[config.mk]
export PLATFORM = sky130hd
export DESIGN_NAME = recording_event_trigger_unit
export DESIGN_NICKNAME = d
export VERILOG_FILES = /design/src/rtl/core/retu_pkg.sv /design/src/rtl/core/retu_cfg.sv /design/src/rtl/core/retu_core.sv /design/src/rtl/core/recording_event_trigger_unit.sv
export VERILOG_INCLUDE_DIRS = /design/src /design/src/rtl/core
export SDC_FILE = /design/constraint.sdc
export NUM_CORES = 1
export LEC_CHECK = 0
export ABC_AREA = 0
export BUFFER_PORTS_ARGS = -buffer_cell sky130_fd_sc_hd__buf_4
export CORE_ASPECT_RATIO = 0.8
export CORE_MARGIN = 4
export CORE_UTILIZATION = 45
export CTS_BUF_LIST = sky130_fd_sc_hd__clkbuf_16
export DETAILED_ROUTE_END_ITERATION = 10
export MAX_ROUTING_LAYER = met4
export PLACE_DENSITY = 0.73
export SYNTH_ARGS = -nofsm -noshare
export SYNTH_HDL_FRONTEND = slang
export SYNTH_SLANG_ARGS = --single-unit
[constraint.sdc]
create_clock -name clk -period 4.2 [get_ports clk]
set_input_delay 0.84 -clock clk [delete_from_list [all_inputs] [get_ports clk]]
set_output_delay 0.84 -clock clk [all_outputs]
set_load 0.1 [all_outputs]
[src/rtl/core/recording_event_trigger_unit_macros.svh]
// Assertion helpers for the trigger unit RTL.
// Each macro expects signals named clk and rst in the enclosing module.
`ifndef RECORDING_EVENT_TRIGGER_UNIT_MACROS_SVH
`define RECORDING_EVENT_TRIGGER_UNIT_MACROS_SVH

// Property that must hold at every clock edge outside reset
`define RETU_ASSERT_ALWAYS(label, cond, msg) \
  label: assert property (@(posedge clk) disable iff (rst) (cond)) else $error(msg);

// Consequent must hold in the cycle after the antecedent
`define RETU_ASSERT_NEXT(label, ante, cons, msg) \
  label: assert property (@(posedge clk) disable iff (rst) (ante) |=> (cons)) \
    else $error(msg);

`endif

[src/rtl/core/retu_pkg.sv]
`default_nettype none

package retu_pkg;

  // Field widths
  localparam int unsigned LEVEL_W = 16;
  localparam int unsigned AMPL_W  = 16;
  localparam int unsigned FREQ_W  = 18;
  localparam int unsigned CNT_W   = 8;
  localparam int unsigned MODE_W  = 2;
  localparam int unsigned CFG_IDX_W  = 3;
  localparam int unsigned CFG_DATA_W = 18;
  localparam int unsigned S_TDATA_W  = 56;
  localparam int unsigned M_TDATA_W  = 32;

  localparam logic [CNT_W-1:0] CNT_MAX = '1;

  // Trigger modes (code 3 is unused and never triggers on its own)
  localparam logic [MODE_W-1:0] MODE_LEVEL      = 2'd0;
  localparam logic [MODE_W-1:0] MODE_FREQ       = 2'd1;
  localparam logic [MODE_W-1:0] MODE_FREQ_LEVEL = 2'd2;

  // Request kinds
  localparam logic REQ_FRAME   = 1'b0;
  localparam logic REQ_RELEASE = 1'b1;

  // Configuration register indexes
  localparam logic [CFG_IDX_W-1:0] REG_TRIGGER_MODE     = 3'd0;
  localparam logic [CFG_IDX_W-1:0] REG_LEVEL_THRESHOLD  = 3'd1;
  localparam logic [CFG_IDX_W-1:0] REG_FILTER_FREQ_HZ   = 3'd2;
  localparam logic [CFG_IDX_W-1:0] REG_AMPL_THRESHOLD   = 3'd3;
  localparam logic [CFG_IDX_W-1:0] REG_MIN_EVENT_FRAMES = 3'd4;
  localparam logic [CFG_IDX_W-1:0] REG_FORCE_RECORD     = 3'd5;

  // Reset values of the configuration registers
  localparam logic [MODE_W-1:0]  RST_TRIGGER_MODE     = MODE_LEVEL;
  localparam logic [LEVEL_W-1:0] RST_LEVEL_THRESHOLD  = 16'd16384;
  localparam logic [FREQ_W-1:0]  RST_FILTER_FREQ_HZ   = 18'd15000;
  localparam logic [AMPL_W-1:0]  RST_AMPL_THRESHOLD   = 16'd0;
  localparam logic [CNT_W-1:0]   RST_MIN_EVENT_FRAMES = 8'd1;

  typedef enum logic [1:0] {
    ST_ARMED = 2'd0,
    ST_PRE   = 2'd1,
    ST_TRIG  = 2'd2
  } trig_state_t;

  typedef struct packed {
    logic [MODE_W-1:0]  trigger_mode;
    logic [LEVEL_W-1:0] level_threshold;
    logic [FREQ_W-1:0]  filter_freq_hz;
    logic [AMPL_W-1:0]  ampl_threshold;
    logic [CNT_W-1:0]   min_event_frames;
    logic               force_record;
  } cfg_t;

  typedef struct packed {
    logic               req_type;
    logic               peak_present;
    logic [LEVEL_W-1:0] peak_level;
    logic [AMPL_W-1:0]  max_ampl;
    logic [FREQ_W-1:0]  max_freq_hz;
  } item_t;

  typedef struct packed {
    logic               recording_trigger;
    logic [1:0]         trigger_state;
    logic [CNT_W-1:0]   frame_count;
    logic [LEVEL_W-1:0] held_peak;
  } result_t;

endpackage

`default_nettype wire

[src/rtl/core/retu_cfg.sv]
`default_nettype none

module retu_cfg
  import retu_pkg::*;
(
  input  wire logic                  clk,
  input  wire logic                  rst,
  input  wire logic                  cfg_we,
  input  wire logic [CFG_IDX_W-1:0]  cfg_index,
  input  wire logic [CFG_DATA_W-1:0] cfg_data,
  output cfg_t                       cfg
);

  cfg_t cfg_q;

  // Register file, indexes beyond the list are ignored
  always_ff @(posedge clk) begin
    if (rst) begin
      cfg_q.trigger_mode     <= RST_TRIGGER_MODE;
      cfg_q.level_threshold  <= RST_LEVEL_THRESHOLD;
      cfg_q.filter_freq_hz   <= RST_FILTER_FREQ_HZ;
      cfg_q.ampl_threshold   <= RST_AMPL_THRESHOLD;
      cfg_q.min_event_frames <= RST_MIN_EVENT_FRAMES;
      cfg_q.force_record     <= 1'b0;
    end else if (cfg_we) begin
      unique case (cfg_index)
        REG_TRIGGER_MODE:     cfg_q.trigger_mode     <= cfg_data[MODE_W-1:0];
        REG_LEVEL_THRESHOLD:  cfg_q.level_threshold  <= cfg_data[LEVEL_W-1:0];
        REG_FILTER_FREQ_HZ:   cfg_q.filter_freq_hz   <= cfg_data[FREQ_W-1:0];
        REG_AMPL_THRESHOLD:   cfg_q.ampl_threshold   <= cfg_data[AMPL_W-1:0];
        REG_MIN_EVENT_FRAMES: cfg_q.min_event_frames <= cfg_data[CNT_W-1:0];
        REG_FORCE_RECORD:     cfg_q.force_record     <= cfg_data[0];
        default: ;
      endcase
    end
  end

  assign cfg = cfg_q;

endmodule

`default_nettype wire

[src/rtl/core/retu_core.sv]
`default_nettype none
`include "recording_event_trigger_unit_macros.svh"

module retu_core
  import retu_pkg::*;
(
  input  wire logic  clk,
  input  wire logic  rst,
  input  wire cfg_t  cfg,
  input  wire logic  fire,
  input  wire item_t item,
  output result_t    res
);

  trig_state_t        trig_state, trig_state_next;
  logic [CNT_W-1:0]   frame_counter, frame_counter_next;
  logic               trigger_flag, trigger_flag_next;
  logic [LEVEL_W-1:0] peak_hold, peak_hold_next;

  logic [LEVEL_W-1:0] peak_eff;
  logic [CNT_W-1:0]   cnt_inc;
  logic               freq_ok;
  logic               level_ok;
  logic               mode_trig;
  logic               mode_pre;

  // Qualification of the current beat
  assign freq_ok  = (item.max_ampl > cfg.ampl_threshold) &&
                    (item.max_freq_hz >= cfg.filter_freq_hz);
  assign peak_eff = item.peak_present ? item.peak_level : peak_hold;
  assign level_ok = peak_eff >= cfg.level_threshold;
  assign cnt_inc  = (frame_counter == CNT_MAX) ? frame_counter : frame_counter + 1'b1;

  assign mode_trig = ((cfg.trigger_mode == MODE_LEVEL) && level_ok) || cfg.force_record;
  assign mode_pre  = ((cfg.trigger_mode == MODE_FREQ) && freq_ok) ||
                     ((cfg.trigger_mode == MODE_FREQ_LEVEL) && freq_ok && level_ok);

  // State registers
  always_ff @(posedge clk) begin
    if (rst) begin
      trig_state    <= ST_ARMED;
      frame_counter <= '0;
      trigger_flag  <= 1'b0;
      peak_hold     <= '0;
    end else begin
      trig_state    <= trig_state_next;
      frame_counter <= frame_counter_next;
      trigger_flag  <= trigger_flag_next;
      peak_hold     <= peak_hold_next;
    end
  end

  // Next state
  always_comb begin
    trig_state_next    = trig_state;
    frame_counter_next = frame_counter;
    trigger_flag_next  = trigger_flag;
    peak_hold_next     = peak_hold;
    if (fire) begin
      if (item.req_type == REQ_RELEASE) begin
        // release re-arms from any other state
        if (trig_state != ST_ARMED) begin
          trig_state_next    = ST_ARMED;
          frame_counter_next = '0;
          trigger_flag_next  = 1'b0;
          peak_hold_next     = peak_eff;
        end
      end else begin
        unique case (trig_state)
          ST_ARMED: begin
            peak_hold_next = peak_eff;
            if (mode_trig) begin
              trig_state_next   = ST_TRIG;
              trigger_flag_next = 1'b1;
            end else if (mode_pre) begin
              trig_state_next    = ST_PRE;
              frame_counter_next = '0;
            end
          end
          ST_PRE: begin
            if (freq_ok) begin
              frame_counter_next = cnt_inc;
              if (cnt_inc >= cfg.min_event_frames) begin
                trig_state_next   = ST_TRIG;
                trigger_flag_next = 1'b1;
              end
            end else begin
              trig_state_next = ST_ARMED;
            end
          end
          ST_TRIG: ;
          default: ;
        endcase
      end
    end
  end

  // Result shows the state after the update
  assign res.recording_trigger = trigger_flag_next;
  assign res.trigger_state     = trig_state_next;
  assign res.frame_count       = frame_counter_next;
  assign res.held_peak         = peak_hold_next;

  `RETU_ASSERT_ALWAYS(a_flag_matches_state, trigger_flag == (trig_state == ST_TRIG),
    "trigger flag out of step with trigger state")
  `RETU_ASSERT_NEXT(a_idle_holds_count, !fire, $stable(frame_counter) && $stable(peak_hold),
    "state changed without an accepted beat")
  `RETU_ASSERT_NEXT(a_pre_entry_clears, fire && trig_state == ST_ARMED && trig_state_next == ST_PRE,
    frame_counter == '0, "frame count not cleared on entering pre-trigger")
  `RETU_ASSERT_NEXT(a_trig_sticky,
    trig_state == ST_TRIG && !(fire && item.req_type == REQ_RELEASE),
    trig_state == ST_TRIG, "left triggered state without release")

endmodule

`default_nettype wire

[src/rtl/core/recording_event_trigger_unit.sv]
// Recording event trigger unit.
// Slave stream (s_*): one beat per analysis frame or release request. tuser
// carries the request kind (0 frame check, 1 release); tdata carries the
// peak flag, peak level, dominant bin amplitude and its frequency.
// Master stream (m_*): exactly one result beat per accepted input beat,
// giving trigger flag, trigger state, frame count and held peak after the
// update, in input order.
// Configuration: cfg_we/cfg_index/cfg_data write one register per cycle;
// write only while no beat is in flight.
// Path: an accepted beat passes the input register, then the result
// register, before its result shows on m_tdata.
// Throughput: one beat per cycle while m_tready is high; the state update
// is a single compare and increment step between the two registers.
// Reset (rst, synchronous): trigger state armed, counters and held peak
// cleared, registers at their reset values, both streams empty.
// Stall: with m_tready low the result register holds, the input register
// still takes one more beat, then s_tready drops until the result is taken.
`default_nettype none

module recording_event_trigger_unit
  import retu_pkg::*;
(
  input  wire logic                  clk,
  input  wire logic                  rst,
  // slave stream
  input  wire logic                  s_tvalid,
  output logic                       s_tready,
  // [0] peak_present, [16:1] peak_level, [32:17] max_ampl, [50:33] max_freq_hz
  input  wire logic [S_TDATA_W-1:0]  s_tdata,
  // [0] req_type
  input  wire logic                  s_tuser,
  // master stream
  output logic                       m_tvalid,
  input  wire logic                  m_tready,
  // [0] recording_trigger, [2:1] trigger_state, [10:3] frame_count,
  // [26:11] held_peak
  output logic [M_TDATA_W-1:0]       m_tdata,
  // configuration write port
  input  wire logic                  cfg_we,
  input  wire logic [CFG_IDX_W-1:0]  cfg_index,
  input  wire logic [CFG_DATA_W-1:0] cfg_data
);

  cfg_t    cfg;
  item_t   in_item;
  logic    in_vld;
  result_t res;
  result_t out_res;
  logic    out_vld;
  logic    fire;

  retu_cfg u_cfg (
    .clk       (clk),
    .rst       (rst),
    .cfg_we    (cfg_we),
    .cfg_index (cfg_index),
    .cfg_data  (cfg_data),
    .cfg       (cfg)
  );

  // Beat moves from the input register into the result register
  assign fire     = in_vld && (!out_vld || m_tready);
  assign s_tready = !in_vld || fire;

  // Input register
  always_ff @(posedge clk) begin
    if (rst) begin
      in_vld <= 1'b0;
    end else if (s_tready) begin
      in_vld <= s_tvalid;
    end
  end

  always_ff @(posedge clk) begin
    if (s_tready && s_tvalid) begin
      in_item.req_type     <= s_tuser;
      in_item.peak_present <= s_tdata[0];
      in_item.peak_level   <= s_tdata[16:1];
      in_item.max_ampl     <= s_tdata[32:17];
      in_item.max_freq_hz  <= s_tdata[50:33];
    end
  end

  retu_core u_core (
    .clk  (clk),
    .rst  (rst),
    .cfg  (cfg),
    .fire (fire),
    .item (in_item),
    .res  (res)
  );

  // Result register
  always_ff @(posedge clk) begin
    if (rst) begin
      out_vld <= 1'b0;
    end else if (fire) begin
      out_vld <= 1'b1;
    end else if (m_tready) begin
      out_vld <= 1'b0;
    end
  end

  always_ff @(posedge clk) begin
    if (fire) begin
      out_res <= res;
    end
  end

  assign m_tvalid = out_vld;
  assign m_tdata  = {5'd0, out_res.held_peak, out_res.frame_count,
                     out_res.trigger_state, out_res.recording_trigger};

endmodule

`default_nettype wire
==> results of run 1 <==
[power breakdown]
part           switching (mW)  total, mW  internal (mW)  leakage [nW]
registers              0.0264       1.81           1.79          1.50
logic                   0.266      0.406          0.140          1.99
clock network           0.633       1.56          0.922         0.273
total                   0.926       3.78           2.85          3.77
[per-layer routing]
layer  track usage (%)  share of wire (%)  routed length (um)
met5                 -                  0                   0
met4             6.646                2.4                 395
met3             3.772                5.0                 836
met2             25.58                 44                7341
met1             24.87                 48                8021
[stage by stage]
step                      power, mW  setup WS [ps]
after floorplan               2.118          804.7
after global placement        2.248          760.7
final                         3.776          648.2
after global routing          3.918          248.1
after detailed placement      2.256          755.4
after CTS                     3.811          634.7
[final cells by class]
type	count	area, um2
fillers	1458	7413
flip-flops and latches	169	4174
repair buffers	113	848.3
multi-input cells	508	3167
clock buffers	17	425.4
inverters	81	304.0
well taps	220	275.3
clock inverters	14	156.4
[critical path, delay by kind of cell, from the launching register on]
kind                     cells  cell delay [ps]
flip-flops                   1              450
multiplexers                 1              380
buffers and inverters        2              300
adder cells (fa/ha/maj)      1              280
AO/OA/AOI/OAI                5             1030
AND/OR/NAND/NOR              5              830
[sequential cells by signal, summed over array words and instances, names as in the netlist]
register              flops
m_tdata                  27
m_tvalid                  1
in_vld                    1
u_core.frame_counter      8
u_cfg.cfg                61
in_item                  52
u_core.trigger_flag       1
u_core.trig_state         2
u_core.peak_hold         16
[logic make-up (layout without fill, tap and decap cells)]
family	count (synthesis)	after routing	share of synthesized area [%]
AOI/OAI and AO/OA	164	164	12.82
xor gates and xnor gates	5	5	0.5625
adders and majority gates	59	59	9.481
buffers and inverters	118	225	5.930
DFF	169	169	53.61
muxes	21	21	2.716
other	1	5	0.04816
and+or+nand+nor	254	254	14.83
[layout by cell type (no fill, tap or decap), types with 20 or more instances in the layout]
| cell | Yosys | routed |
|---|---|---|
| a21oi_1 | 80 | 80 |
| buf_4 | 5 | 113 |
| dfxtp_1 | 90 | 90 |
| edfxtp_1 | 79 | 79 |
| ha_1 | 59 | 59 |
| inv_1 | 81 | 82 |
| mux2i_1 | 20 | 20 |
| nand2_1 | 143 | 143 |
| nor2_1 | 30 | 30 |
| nor2b_1 | 22 | 22 |
| o21ai_0 | 28 | 28 |
[how the worst max path moves through the flow]
| stage | start | to | slack, ps | cells past startpoint |
|---|---|---|---|---|
| floorplan | in_item[50] | m_tdata[2] | 800 | 13 |
| CTS | u_core.frame_counter[3] | m_tdata[2] | 630 | 14 |
| global placement | u_core.frame_counter[3] | m_tdata[2] | 760 | 14 |
| global route | u_core.frame_counter[4] | m_tdata[1] | 250 | 15 |
| finish | u_core.frame_counter[3] | m_tdata[2] | 650 | 14 |
| detailed placement | u_core.frame_counter[3] | m_tdata[2] | 760 | 14 |
==> flow_summary.ini, run 1 <==
[setup_path]
cp_slowest_cell = dfxtp_1
ff2ff_path_depth = 14
crit_path_end_kind = flip-flop
slowest_delay_ps = 450
r2r_slack_ps = 650
start_kind = flip-flop
r2r_start = u_core.frame_counter[3]
cp.arrival_ps = 3710
worstSetupPathType = reg -> reg
path_max_fanout = 6
regToRegEndpoint = m_tdata[2]
crit_chain = and3_1 > nand3_1 > inv_1 > and3_1 > mux2_2 > ha_1 > a21o_1 > a21o_1 > a211oi_1 > nor3_1 > a2111oi_1 > buf_4 > or2_2 > a21oi_1
crit_required_ps = 4360

[flow_run]
maxCapViolations = 0

[drt]
drcViolationCount = 0
dr.pass1.iters = 5
finalWirelength_um = 16590
antenna_left = 0
drt-vias-per-instance = 5.068
vias = 5686
drt_iter0_drc = 312
detail_route.wl_per_cell_um = 14.79

[clock_tree]
htreeDepth = 4
cts_buffers = 17
root_buffer = clkbuf_16
cts_setup_buffers = 0
cts_resized = 0
hold_buffers = 0
cts_tree = done
insertion_delay_ps = 430
cts.sinks = 169
clk_pin_slew_ps = 60
clockBufferDepth = 2

[die]
fp.dieW_um = 155.1
rows = 42
die_h_um = 125.7
start_util_pct = 46.45
ioPinCount = 117
core_area_um2 = 16760
die_area_um2 = 19480

[yosys]
ys_top_cells_by_count = nand2_1 (143), dfxtp_1 (90), inv_1 (81)
synth_edf_count = 79
synth_most_common_cell = nand2_1
synthCells = 791
ys_top_cells_by_area = edfxtp_1 (30%), dfxtp_1 (23%), ha_1 (9.5%)
yosysWarnings = 0
yosysTopAreaCell = edfxtp_1
yosysTopAreaCellShare_pct = 30.47
avgSynthCellArea_um2 = 9.844
postSynth.asyncResetShare_pct = 0
synth_top_flop_cell = dfxtp_1
ys_ff_latch = 169
synth_cell_type_count = 54
ys_seq_area_share_pct = 53.61
synth_area_um2 = 7786

[finish]
diodes = 0
stdcell_count = 1122
areaGrowthSynthToFinish_pct = 20.09
postLayoutCellArea_um2 = 9350
fin_nets = 1032
drive_above_1_share_pct = 16.63
final_util_pct = 55.78

[sta]
post-route-min-period_ps = 3552
rsz0062_at_grt = false
worst_slew_pin_slew_ps = 1005
finalCritPeriodShare_pct = 84.57
fmax_mhz = 281.6
hold_ws_ps = 453.5
slew_viol_final = 0
skew_ps = 12.54
hold_violations = 0
setup_viol = 0
timing.setup.tns_ps = 0
slew_headroom_pct = 33.01

[placement]
hpwl_um = 11860
portBuffers = 106
dp.cells = 1091
placed_area_um2 = 8768
place_congestion = 0.8785

[pwr]
peakVddDrop_uv = 274.4
powerDensity_nw_per_um2 = 403.9
leakagePower_nw = 3.767

[min_path]
whs_path_depth = 2
min_path_type = reg -> reg
min_from = u_cfg.cfg[31]
min_to = u_cfg.cfg[31]

[global_routing]
grtUsageTotal_pct = 17.81
grt_pass1_wl_um = 26930
grt_pass1_vias = 5345
antenna_found_initial = 0
grt_max_degree = 93
grt_overflow = 0

[status]
status = finished, final reports clean
Power figures use the tool's default switching activity.
==> inputs of run 2 (changes only) <==
--- a/config.mk
+++ b/config.mk
@@ -6,7 +6,7 @@
 export SDC_FILE = /design/constraint.sdc
 export NUM_CORES = 1
 export LEC_CHECK = 0
-export ABC_AREA = 0
+export ABC_AREA = 1
 export BUFFER_PORTS_ARGS = -buffer_cell sky130_fd_sc_hd__buf_4
 export CORE_ASPECT_RATIO = 0.8
 export CORE_MARGIN = 4
==> constraint.sdc (replaced) <==
create_clock -name clk -period 3.4 [get_ports clk]
set_input_delay 0.68 -clock clk [delete_from_list [all_inputs] [get_ports clk]]
set_output_delay 0.68 -clock clk [all_outputs]
set_load 0.1 [all_outputs]
==> run 2 against run 1 <==
  * Combinational power grew 87%
  * Highest routed layer unchanged
  * Total power grew 33%
  * Largest power group unchanged
  * Global-route usage grew 1.1 points
==> flow_summary.ini, run 2 <==
[status]
status = finished, final reports clean

[setup_path]
r2r_slack_ps = 480
critical_path.top_delay_family = simple AND/OR/NAND/NOR gates
crit_chain = buf_4 > nand2_1 > o21ai_0 > ha_1 > nand2_1 > inv_1 > nand2_1 > nor2_1 > nor2_1 > nand2_1 > nand2_1 > nand2_1 > nand2_1 > nand2_1 > nand3_4 > nand2_1 > nand3_1 > nand2_1 > nand2_1 > nand2_1 > inv_1
crit_start = in_item[50]
cp_slowest_cell = edfxtp_1
cp.arrival_ps = 3110
worst-path-buf-inv = 3
path_max_fanout = 15
r2r_start = in_item[50]
start_kind = flip-flop
crit_path_end_kind = flip-flop
slowest_delay_ps = 590
crit_top_cell = nand2_1
worstSetupPathType = reg -> reg
crit_required_ps = 3590

[yosys]
postSynth.asyncResetShare_pct = 0
synth_most_common_cell = nand2_1
ys_ff_latch = 169
ys_top_cells_by_count = nand2_1 (195), inv_1 (161), o21ai_0 (91)
ys_seq_area_share_pct = 51.21
yosysTopAreaCell = edfxtp_1
ys_top_cells_by_area = edfxtp_1 (29%), dfxtp_1 (22%), ha_1 (9.1%)
yosysWarnings = 0
synthCells = 949
synth_top_flop_cell = dfxtp_1
synth_cell_type_count = 35
avgSynthCellArea_um2 = 8.588
yosysTopAreaCellShare_pct = 29.11
synth_area_um2 = 8150
synth_edf_count = 79

[die]
core_area_um2 = 17540
ioPinCount = 117
die_h_um = 128.4
rows = 43
die_area_um2 = 20340
start_util_pct = 46.47
fp.dieW_um = 158.5

[flow_run]
maxCapViolations = 0

[global_routing]
antenna_found_initial = 0
grt_overflow = 0
use_met2_pct = 30.09
grtUsageMet1_pct = 24.47
top_usage_layer = met2
grt_max_degree = 62
grtUsageTotal_pct = 18.89
grt_pass1_wl_um = 29400
grt_pass1_vias = 6174
use_met3_pct = 3.262

[finish]
areaGrowthSynthToFinish_pct = 20.17
multiInputGateArea_um2 = 3234
final_cell_mix = nand2_1 (195), inv_1 (160), buf_4 (115), o21ai_0 (91), dfxtp_1 (90)
diodes = 0
drive_above_1_share_pct = 16.67
final_util_pct = 55.84
ff_latch_area_um2 = 4174
fillCellCount = 1487
layout.cells.most_common = nand2_1
largest_reg_flops = 61
fin_nets = 1197

[clock_tree]
root_buffer = clkbuf_16
insertion_delay_ps = 430
htreeDepth = 4
clk_pin_slew_ps = 70
clockBufferDepth = 2
cts_tree = done
cts_buffers = 17
cts.sinks = 169
cts_resized = 0

[min_path]
min_from = s_tdata[4]
min_path_type = in -> reg

[sta]
skew_ps = 11.21
finalCritPeriodShare_pct = 86.01
timing.setup.tns_ps = 0
hold_ws_ps = 418.0
setup_viol = 0
finalWorstSetupSlack_ps = 475.7
fmax_mhz = 342.0
rsz0062_at_grt = false
slew_headroom_pct = 50.31
hold_violations = 0
slew_viol_final = 0
worst_slew_pin_slew_ps = 744.5
post-route-min-period_ps = 2924

[placement]
portBuffers = 106
hpwl_um = 12660
post-place-ws_ps = 439.1
place_congestion = 0.9374

[pwr]
powerDensity_nw_per_um2 = 513.0
p_total_mw = 5.024
leakagePower_nw = 4.511
peakVddDrop_uv = 349.7

[drt]
vias = 6377
dr.pass1.iters = 5
drcViolationCount = 0
finalWirelength_um = 17820
detail_route.wl_per_cell_um = 13.78
drt_iter0_drc = 502
drt-vias-per-instance = 4.932
antenna_left = 0
[run 2: routing by layer]
metal / up-vias / routed length [um] / share of wire (%)
li1: 3296 / - / -
met1: 2905 / 8277 / 46
met2: 151 / 8418 / 47
met3: 25 / 814 / 4.6
met4: 0 / 307 / 1.7
met5: - / 0 / 0
[run 2: through the flow]
stage / std cells / instance area [um2]
detailed placement: 1260 / 9185
CTS: 1292 / 9787
finish: 1293 / 9794
global route: 1293 / 9794
global placement: 1260 / 9185
floorplan: 953 / 8170
[run 2: area by class of cell]
class	count	area share, %
sequential	169	42.62
clock buffer	17	4.343
inverter	165	6.323
tap	225	2.874
multi-input combinational	586	33.02
timing repair buffer	116	9.019
clock inverter	15	1.801
[run 2: repair_timing]
| item | CTS | global route |
|---|---|---|
| buffers inserted | 0 | 1 |
| hold buffers | 0 | 0 |
| setup endpoints to repair | 0 | 1 |
[run 2: cell families after synthesis]
logic type      synth area share (%)
other cells                  0.04601
simple gates                   17.75
fa+ha+maj                      9.057
mux                           0.1228
buf+inv                        9.395
flops                          51.21
compound gates                 12.20
xor+xnor                      0.2150
[run 2: worst paths after layout]
check | to | cells past startpoint
setup / recovery | m_tdata[3] | 21
hold reg to reg | u_cfg.cfg[44] | 2
hold / removal | in_item[37] | 1
setup reg to reg | m_tdata[3] | 21
[run 2: report_power, final]
part / switching [mW] / total, mW / internal (mW)
combinational: 0.513 / 0.761 / 0.248
sequential: 0.0450 / 2.29 / 2.24
clock: 0.866 / 1.98 / 1.11
total: 1.42 / 5.02 / 3.60
